File: src/rtl/core/utf8sd_pkg.sv
// ----------------------------------------------------------------------------
// utf8sd_pkg
// Shared types and constants of the UTF-8 stream decoder.
// ----------------------------------------------------------------------------
package utf8sd_pkg;

  localparam int unsigned CpWidth = 21;

  localparam logic [CpWidth-1:0] CpQmark = CpWidth'(8'h3F);
  localparam logic [CpWidth-1:0] CpZero  = '0;

  // Count of leading '?' results one byte can raise: up to three; one final result may follow.
  typedef logic [1:0] qcount_t;

  // Results that one decoded byte raises, handed to the output sequencer.
  typedef struct packed {
    qcount_t            nq;   // leading '?' results
    logic               fin;  // one closing result follows the '?'s
    logic [CpWidth-1:0] cp;   // value of the closing result
  } burst_t;

endpackage

File: src/rtl/core/utf8_stream_decoder.sv
// ----------------------------------------------------------------------------
// utf8_stream_decoder
// UTF-8 byte stream to code point decoder, one byte per beat.
// ----------------------------------------------------------------------------
//  channel | signals                              | dir
//  --------+--------------------------------------+-----
//  in      | in_valid_i, in_ready_o, byte_in_i    | in
//  out     | out_valid_o, out_ready_i,            | out
//          | codepoint_o, last_o                  |
//
// One byte is accepted per cycle unless a held byte waits for the result
// register; results pass the input register, then the result register. A byte
// raising several results holds the result register until its last beat is
// taken, one beat each. The input register takes one more byte while a result
// waits. Reset clears the sequence state and both valid stages.
// ----------------------------------------------------------------------------
module utf8_stream_decoder
  import utf8sd_pkg::*;
(
  input  logic               clk_i,
  input  logic               rst_ni,
  input  logic               in_valid_i,
  output logic               in_ready_o,
  input  logic [7:0]         byte_in_i,
  output logic               out_valid_o,
  input  logic               out_ready_i,
  output logic [CpWidth-1:0] codepoint_o,
  output logic               last_o
);

  logic       in_valid_q;
  logic [7:0] byte_q;
  logic       burst_free;
  logic       advance;
  burst_t     burst;

  // hand the held byte on once the result register can take its burst
  assign advance    = in_valid_q && burst_free;
  assign in_ready_o = !in_valid_q || advance;

  always_ff @(posedge clk_i or negedge rst_ni) begin
    if (!rst_ni) begin
      in_valid_q <= 1'b0;
    end else if (in_ready_o) begin
      in_valid_q <= in_valid_i;
    end
  end

  always_ff @(posedge clk_i) begin
    if (in_ready_o && in_valid_i) begin
      byte_q <= byte_in_i;
    end
  end

  utf8sd_decode u_decode (
    .clk_i    (clk_i),
    .rst_ni   (rst_ni),
    .byte_i   (byte_q),
    .commit_i (advance),
    .burst_o  (burst)
  );

  utf8sd_burst u_burst (
    .clk_i       (clk_i),
    .rst_ni      (rst_ni),
    .load_i      (advance),
    .burst_i     (burst),
    .free_o      (burst_free),
    .out_valid_o (out_valid_o),
    .out_ready_i (out_ready_i),
    .codepoint_o (codepoint_o),
    .last_o      (last_o)
  );

endmodule

File: src/rtl/core/utf8sd_decode.sv
// ----------------------------------------------------------------------------
// utf8sd_decode
// Sequence state and single-pass decode of one byte into a burst of results.
// ----------------------------------------------------------------------------
module utf8sd_decode
  import utf8sd_pkg::*;
(
  input  logic       clk_i,
  input  logic       rst_ni,
  input  logic [7:0] byte_i,
  input  logic       commit_i,
  output burst_t     burst_o
);

  logic [CpWidth-1:0] pv_q, pv_d;
  logic [1:0]         needed_q, needed_d;
  logic [1:0]         taken_q, taken_d;

  logic               cont;
  logic [CpWidth-1:0] pv_shift;

  assign cont     = (byte_i[7:6] == 2'b10);
  assign pv_shift = {pv_q[CpWidth-7:0], byte_i[5:0]};

  always_comb begin
    burst_o  = '{nq: '0, fin: 1'b0, cp: CpZero};
    pv_d     = pv_q;
    needed_d = needed_q;
    taken_d  = taken_q;
    if (needed_q != 2'd0 && cont) begin
      // extend the pending sequence
      if (needed_q == 2'd1) begin
        burst_o.fin = 1'b1;
        burst_o.cp  = pv_shift;
        pv_d        = '0;
        needed_d    = 2'd0;
        taken_d     = 2'd0;
      end else begin
        pv_d     = pv_shift;
        needed_d = needed_q - 2'd1;
        taken_d  = taken_q + 2'd1;
      end
    end else begin
      // flush an interrupted sequence, then decode as a lead
      if (needed_q != 2'd0) begin
        burst_o.nq = (taken_q == 2'd3) ? 2'd3 : taken_q + 2'd1;
      end
      pv_d     = '0;
      needed_d = 2'd0;
      taken_d  = 2'd0;
      if (!byte_i[7]) begin
        burst_o.fin = 1'b1;
        burst_o.cp  = CpWidth'(byte_i);
      end else if (byte_i[7:5] == 3'b110) begin
        pv_d     = CpWidth'(byte_i[4:0]);
        needed_d = 2'd1;
      end else if (byte_i[7:4] == 4'b1110) begin
        pv_d     = CpWidth'(byte_i[3:0]);
        needed_d = 2'd2;
      end else if (byte_i[7:3] == 5'b11110) begin
        pv_d     = CpWidth'(byte_i[2:0]);
        needed_d = 2'd3;
      end else begin
        burst_o.fin = 1'b1;
        burst_o.cp  = CpQmark;
      end
    end
  end

  always_ff @(posedge clk_i or negedge rst_ni) begin
    if (!rst_ni) begin
      pv_q     <= '0;
      needed_q <= 2'd0;
      taken_q  <= 2'd0;
    end else if (commit_i) begin
      pv_q     <= pv_d;
      needed_q <= needed_d;
      taken_q  <= taken_d;
    end
  end

  // The continuation count is clear whenever no sequence is pending.
  assert property (@(posedge clk_i) disable iff (!rst_ni)
    (needed_q == 2'd0) |-> (taken_q == 2'd0))
    else $error("continuation count set with no sequence pending");

  assert property (@(posedge clk_i) disable iff (!rst_ni)
    (needed_q != 2'd0) |-> (taken_q != 2'd3))
    else $error("continuation count overflow");

  assert property (@(posedge clk_i) disable iff (!rst_ni)
    !commit_i |=> $stable(needed_q) && $stable(taken_q))
    else $error("sequence state moved without a committed byte");

endmodule

File: src/rtl/core/utf8sd_burst.sv
// ----------------------------------------------------------------------------
// utf8sd_burst
// Result register: plays out one burst of results, one beat per cycle while the receiver is ready.
// ----------------------------------------------------------------------------
module utf8sd_burst
  import utf8sd_pkg::*;
(
  input  logic               clk_i,
  input  logic               rst_ni,
  input  logic               load_i,
  input  burst_t             burst_i,
  output logic               free_o,
  output logic               out_valid_o,
  input  logic               out_ready_i,
  output logic [CpWidth-1:0] codepoint_o,
  output logic               last_o
);

  qcount_t            nq_q, nq_d;
  logic               fin_q, fin_d;
  logic [CpWidth-1:0] cp_q;
  logic               busy;
  logic               take;

  assign busy        = (nq_q != 2'd0) || fin_q;
  assign out_valid_o = busy;
  assign codepoint_o = (nq_q != 2'd0) ? CpQmark : cp_q;
  assign last_o      = (nq_q == 2'd0) || ((nq_q == 2'd1) && !fin_q);
  assign take        = busy && out_ready_i;
  assign free_o      = !busy || (out_ready_i && last_o);

  always_comb begin
    nq_d  = nq_q;
    fin_d = fin_q;
    if (load_i) begin
      nq_d  = burst_i.nq;
      fin_d = burst_i.fin;
    end else if (take) begin
      if (nq_q != 2'd0) begin
        nq_d = nq_q - 2'd1;
      end else begin
        fin_d = 1'b0;
      end
    end
  end

  always_ff @(posedge clk_i or negedge rst_ni) begin
    if (!rst_ni) begin
      nq_q  <= '0;
      fin_q <= 1'b0;
    end else begin
      nq_q  <= nq_d;
      fin_q <= fin_d;
    end
  end

  always_ff @(posedge clk_i) begin
    if (load_i) begin
      cp_q <= burst_i.cp;
    end
  end

  assert property (@(posedge clk_i) disable iff (!rst_ni)
    load_i |-> free_o)
    else $error("burst loaded over pending beats");

  assert property (@(posedge clk_i) disable iff (!rst_ni)
    (take && last_o && !load_i) |=> !out_valid_o)
    else $error("beats left after the last one was taken");

  assert property (@(posedge clk_i) disable iff (!rst_ni)
    (busy && !out_ready_i) |=> busy && $stable(codepoint_o) && $stable(last_o))
    else $error("stalled beat changed");

endmodule

File: config.mk
export PLATFORM = sky130hd
export DESIGN_NAME = utf8_stream_decoder
export DESIGN_NICKNAME = d
export VERILOG_FILES = /design/src/rtl/core/utf8sd_pkg.sv /design/src/rtl/core/utf8_stream_decoder.sv /design/src/rtl/core/utf8sd_decode.sv /design/src/rtl/core/utf8sd_burst.sv
export SDC_FILE = /design/constraint.sdc
export NUM_CORES = 1
export LEC_CHECK = 0
export ABC_CLOCK_PERIOD_IN_PS = 3700
export BUFFER_PORTS_ARGS = -buffer_cell sky130_fd_sc_hd__clkbuf_2
export CORE_MARGIN = 2
export CORE_UTILIZATION = 60
export CTS_BUF_LIST = sky130_fd_sc_hd__clkbuf_8 sky130_fd_sc_hd__clkbuf_16
export DETAILED_ROUTE_END_ITERATION = 12
export PLACE_DENSITY = 0.83
export SLEW_MARGIN = 25
export SYNTH_ARGS = -nofsm -noshare
export SYNTH_HDL_FRONTEND = slang
export SYNTH_SLANG_ARGS = --single-unit
export TNS_END_PERCENT = 50
File: constraint.sdc
create_clock -name clk_i -period 3.7 [get_ports clk_i]
set_input_delay 0.37 -clock clk_i [delete_from_list [all_inputs] [get_ports clk_i]]
set_output_delay 0.37 -clock clk_i [all_outputs]
set_load 0.01 [all_outputs]
## Word level (Yosys, flattened, before mapping)

Cells that the tools add are included.

| word-level totals | value |
|---|---|
| output and inout bits | 24 |
| bits of input ports | 12 |
| memories kept | 0 |
| RAM bits | 0 |
| logic and storage cells | 69 |
| bits in registers | 52 |
| bits in read-only memories | 0 |
| latch bits | 0 |

| cells by class | value |
|---|---|
| multipliers | 0 |
| equal/unequal tests | 8 |
| add/sub/neg operators | 3 |
| shift operators | 0 |
| divide/modulo/power cells | 0 |
| magnitude comparators | 0 |
| bitwise operators | 0 |
| reductions and logical operators | 20 |
| muxes and demuxes | 30 |

Operators with widths:

| cell | number |
|---|---|
| 22-bit 2-to-1 mux | 6 |
| 15-bit 2-to-1 mux | 5 |
| 2-bit 2-to-1 mux | 14 |
| 21-bit 2-to-1 mux | 1 |
| 2-bit nonzero test | 4 |
| 1-bit logical AND | 6 |
| 5-bit == test, second input constant | 1 |
| 2-bit by 1-bit == test with 1-bit output, second input constant | 2 |
| 2-bit == test, second input constant | 2 |
| 4-bit == test, second input constant | 1 |
| 1-bit logical OR | 4 |
| 2-bit AND reduction | 2 |
| 2-bit by 1-bit subtractor with 2-bit output, second input constant | 2 |
| 3-bit == test, second input constant | 1 |
| 1-bit zero test | 3 |
| 1-bit 2-to-1 mux | 3 |
| 3-bit 2-to-1 mux | 1 |
| 2-bit by 1-bit adder with 2-bit output, second input constant | 1 |
| 2-bit zero test | 1 |
| 2-bit != test, second input constant | 1 |

## Longest topological paths before layout

| logic depth | value |
|---|---|
| depth after elaboration | 8 |
| mapped depth | 8 |
| mapped depth without buffers | 7 |

## By module

Synthesis repeated with hierarchy kept, for this count alone.

| unflattened totals | value |
|---|---|
| cells, all modules | 192 |
| area total of the unflattened synthesis | 2442.3 um2 |

By module, submodules not included:

| module | cells an instance | area an instance (um2) | instances | seq. area each (um2) |
|---|---|---|---|---|
| utf8sd_decode | 112 | 1139.8 | 1 | 475.5 |
| utf8sd_burst | 67 | 1002.2 | 1 | 705.7 |
| utf8_stream_decoder | 13 | 300.3 | 1 | 265.3 |

## Worst setup path after synthesis

Ideal clock, no wire load.

| path | value |
|---|---|
| path kind | register to register |
| start | register u_burst.nq_q[0] |
| end | register u_burst.cp_q[0] (enable) |
| path slack | 1.946 ns |
| setup time | 0.364 ns |
| cell stages (with the launch flop) | 6 |
| period minus slack after synthesis | 1.754 ns |
| buffers on the path | 1 |
| arrival | 1.390 ns |
| data required time | 3.336 ns |
| path through | dfrtp_1 inv_1 ha_1 a31oi_4 inv_2 buf_2 |

| between the ends | value |
|---|---|
| longest elaborated chain between the ends | 6 |
| elaborated cells between the ends (all ways) | 10 |
| classes of those cells | eq/ne: 1; reduce/logical: 9 |

Ends and longest elaborated chain:

| item | line | source |
|---|---|---|
| start: declaration | utf8sd_burst.sv:19 | `qcount_t nq_q, nq_d;` |
| start signal: assignment | utf8sd_burst.sv:52 | `nq_q <= nq_d;` |
| 2-bit by 1-bit == test with 1-bit output | utf8sd_burst.sv:28 | `assign last_o = (nq_q == 2'd0) \|\| ((nq_q == 2'd1) && !fin_q);` |
| 1-bit logical AND | utf8sd_burst.sv:28 |  |
| 1-bit logical OR | utf8sd_burst.sv:28 |  |
| 1-bit logical AND | utf8sd_burst.sv:30 | `assign free_o = !busy \|\| (out_ready_i && last_o);` |
| 1-bit logical OR (*) | utf8sd_burst.sv:30 |  |
| 1-bit logical AND (*) | utf8_stream_decoder.sv:38 | `assign advance = in_valid_q && burst_free;` |
| named net advance | utf8_stream_decoder.sv:34 | `logic advance;` |
| end signal: assignment | utf8sd_burst.sv:59 | `cp_q <= burst_i.cp;` |
| end: declaration | utf8sd_burst.sv:21 | `logic [CpWidth-1:0] cp_q;` |

The timed path passes the listed nets; every way through them passes the cells marked *.
A chain may end at the register's enable or synchronous reset.

## Worst setup path in the final report

| path | value |
|---|---|
| start | register u_burst.nq_q[0] |
| end | register u_burst.nq_q[0] |

| between the ends | value |
|---|---|
| longest elaborated chain between the ends | 8 |
| elaborated cells between the ends (all ways) | 18 |
| classes of those cells | add/sub: 1; eq/ne: 1; mux: 3; reduce/logical: 13 |

Ends and longest elaborated chain:

| item | line |
|---|---|
| 2-bit by 1-bit == test with 1-bit output | utf8sd_burst.sv:28 |
| 1-bit logical AND | utf8sd_burst.sv:28 |
| 1-bit logical OR | utf8sd_burst.sv:28 |
| 1-bit logical AND | utf8sd_burst.sv:30 |
| 1-bit logical OR | utf8sd_burst.sv:30 |
| 1-bit logical AND | utf8_stream_decoder.sv:38 |
| 2-bit nonzero test (no line) | -- |
| 2-bit AND reduction (no line) | -- |

Parallel ways exist; a longest one is shown, timed or not. The select of a mux whose other input is x is not followed.

==> reports/results.ini <==
[pwr]
pwr_density_cell_mw_per_mm2=773
max-vdd-ir-drop_uv=518
p_leak_uw=0.00122

[critical_path]
cp.required_ns=3.89
rr_worst_depth=8
end_kind=flip-flop
cp-start-kind=flip-flop
r2r_setup_slack_ns=1.44
worstPathMaxFanout=42
crit_type=flip-flop to flip-flop
worstPathArrival_ns=2.46
rr_endpoint=u_burst.nq_q[0]$_DFFE_PN0P_
r2r-start=u_burst.nq_q[0]$_DFFE_PN0P_

[floorplan]
core_region_area_mm2=0.00394
die_w_um=67.3
die_area_mm2=0.00453
rows=23
ioPinCount=36
die_h_um=67.3
start_util_pct=61.0

[layout]
antennaDiodeCount=0
final_cell_count_no_fill=305
fin_util_pct=68.8
layout_commonest_cell=clkbuf_2
final_cell_mix=clkbuf_2, nand2_1, and2_1, edfxtp_1, dfrtp_1
drive_above_1_share_pct=20.0
fill_cells=287
num-nets-final=272
syn_to_final_growth_pct=12.7

[min_path]
holdCritPathClass=input pin to asynchronous set/reset pin

[yosys]
netlist_area_mm2=0.00241
seq_area_frac_synth_pct=60.1
synth.distinct_cells=33
synth_fp_nets=238
synthCells=220
synth.avg_cell_area_um2=10.9
ys_ff_latch=52
yosys_warnings=0

[detailed_routing]
routed_wl_um=3980
first_pass_iters=4
vias=1620
drtAntennaViolNets=0
routedWlPerCell_um=13.0
first_iter_violations=128
vias_per_cell=5.31
drc_errors=0

[timing]
finClkSkew_ns=0.00764
final.period_utilization_pct=61.2
slew_viol_final=0
fmax_mhz=442
setup_violations=0
worstMarginPinSlew_ns=0.734
finalSetupTns_ns=0
slew_headroom_pct=51.0
post-route-min-period_ns=2.26
rsz0062_at_grt=false
fin_ws_ns=1.44
hold_viol=0

[place]
gp_congestion=0.815
dp.cells=297
dp_hpwl_um=2820
io_buffers=35
post-place-ws_ns=1.42

[grt]
grt_pass1_wl_um=7000
antenna_found_initial=0
grt_use_total_pct=21.3
grt_start_max_net_pins=43
grt_pass1_vias=1540
grt-ovfl-total=0

[clocking]
cts.sinks=52
holdBufCountCts=0
clk_pin_slew_worst_paths_ns=0.10
cts_resized=0
root_buffer=clkbuf_8
htreeDepth=2
numCtsBuffers=5
clock_latency_ns=0.31
post_cts_buffers=0
cts_max_path_buffers=2
tritoncts=yes

[outcome]
status=finished clean

[job]
drv_cap=0

final cells by class:
cell class                 count  area (µm²)  share of cell area (%)
inverter                      12        45.0                    1.66
clock buffer                   5        68.8                    2.54
clock inverter                 3        46.3                    1.71
multi-input combinational    145         846                    31.2
sequential                    52        1450                    53.3
tap                           50        62.6                    2.31
timing repair buffer          38         198                    7.29
kinds of logic after synthesis:
family / after synthesis / synth area share (%)
AND/OR/NAND/NOR: 111 / 24.0
buffers and inverters: 23 / 4.73
AO/OA/AOI/OAI: 28 / 8.06
adder cells (fa/ha/maj): 6 / 3.12
flip-flops: 52 / 60.1
where the power goes:
part           switching, µW  total (µW)  internal, µW
sequential               103         949           845
combinational            478         759           282
clock                    186         390           204
total                    767        2100          1330
worst max path at each step:
stage                                      from                           to  slack [ns]
floorplan           u_burst.nq_q[0]$_DFFE_PN0P_    u_burst.cp_q[0]$_DFFE_PP_        1.95
global placement    u_burst.nq_q[0]$_DFFE_PN0P_  u_burst.nq_q[0]$_DFFE_PN0P_        1.52
detailed placement  u_burst.nq_q[0]$_DFFE_PN0P_  u_burst.nq_q[0]$_DFFE_PN0P_        1.42
CTS                 u_burst.nq_q[0]$_DFFE_PN0P_  u_burst.nq_q[0]$_DFFE_PN0P_        1.40
global route        u_burst.nq_q[0]$_DFFE_PN0P_  u_burst.nq_q[1]$_DFFE_PN0P_        1.27
finish              u_burst.nq_q[0]$_DFFE_PN0P_  u_burst.nq_q[0]$_DFFE_PN0P_        1.44
metal layers:
| layer | up-vias | wire length, µm | global-route usage [%] |
|---|---|---|---|
| li1 | 811 | - | - |
| met1 | 768 | 1720 | 27.1 |
| met2 | 36 | 2040 | 34.7 |
| met3 | 5 | 145 | 5.17 |
| met4 | 0 | 78 | 9.69 |
| met5 | - | 0 | 0 |
cells in the mapped netlist:
| master | instances | area (µm²) |
|---|---|---|
| inv_1 | 11 | 41.3 |
| nor2_1 | 9 | 33.8 |
| a31oi_4 | 1 | 21.3 |
| a211o_1 | 1 | 8.76 |
| a22oi_1 | 2 | 15.0 |
| a21oi_1 | 5 | 25.0 |
| a21o_1 | 1 | 7.51 |
| inv_2 | 1 | 3.75 |
| o22ai_1 | 1 | 6.26 |
| nor4_1 | 1 | 6.26 |
| a32o_1 | 2 | 20.0 |
| nand2b_1 | 12 | 75.1 |
| nor2_2 | 1 | 6.26 |
| o211ai_1 | 1 | 7.51 |
| o21ai_0 | 10 | 50.1 |
| nor3b_2 | 1 | 12.5 |
| a21boi_0 | 1 | 7.51 |
| nor2b_1 | 2 | 12.5 |
| nor3_1 | 5 | 25.0 |
| and2_1 | 30 | 188 |
| nand3_1 | 14 | 70.1 |
| buf_4 | 2 | 15.0 |
| buf_2 | 4 | 20.0 |
| buf_6 | 2 | 22.5 |
| clkbuf_1 | 3 | 11.3 |
| nand4_1 | 1 | 6.26 |
| ha_1 | 6 | 75.1 |
| edfxtp_1 | 29 | 871 |
| and4b_4 | 1 | 13.8 |
| dfrtp_1 | 23 | 576 |
| a22o_1 | 2 | 17.5 |
| nand2_1 | 34 | 128 |
| a211oi_1 | 1 | 7.51 |
sequential cells by signal, summed over array words and instances, names as in the netlist:
register and count:
byte_q 8, u_burst.nq_q 2, in_valid_q 1, u_decode.taken_q 2, u_decode.pv_q 15, u_burst.cp_q 21
u_burst.fin_q 1, u_decode.needed_q 2
critical path: stages (launching register included):
cell     delay (ns)
dfrtp_1        0.42
inv_1          0.08
ha_1           0.14
buf_4          0.24
a31oi_4        0.11
buf_4          0.22
inv_2          0.56
nor3_1         0.12
a211o_1        0.25
metrics by stage:
stage	total power [µW]	hold WS (ns)	cell area [µm²]
after floorplan	1510	0.0744	2410
after global placement	1690	0.394	2600
after detailed placement	1730	0.398	2600
after CTS	2120	0.0578	2710
after global routing	2260	0.0768	2710
final	2100	0.0438	2710
(Power assumes the default switching activity.)
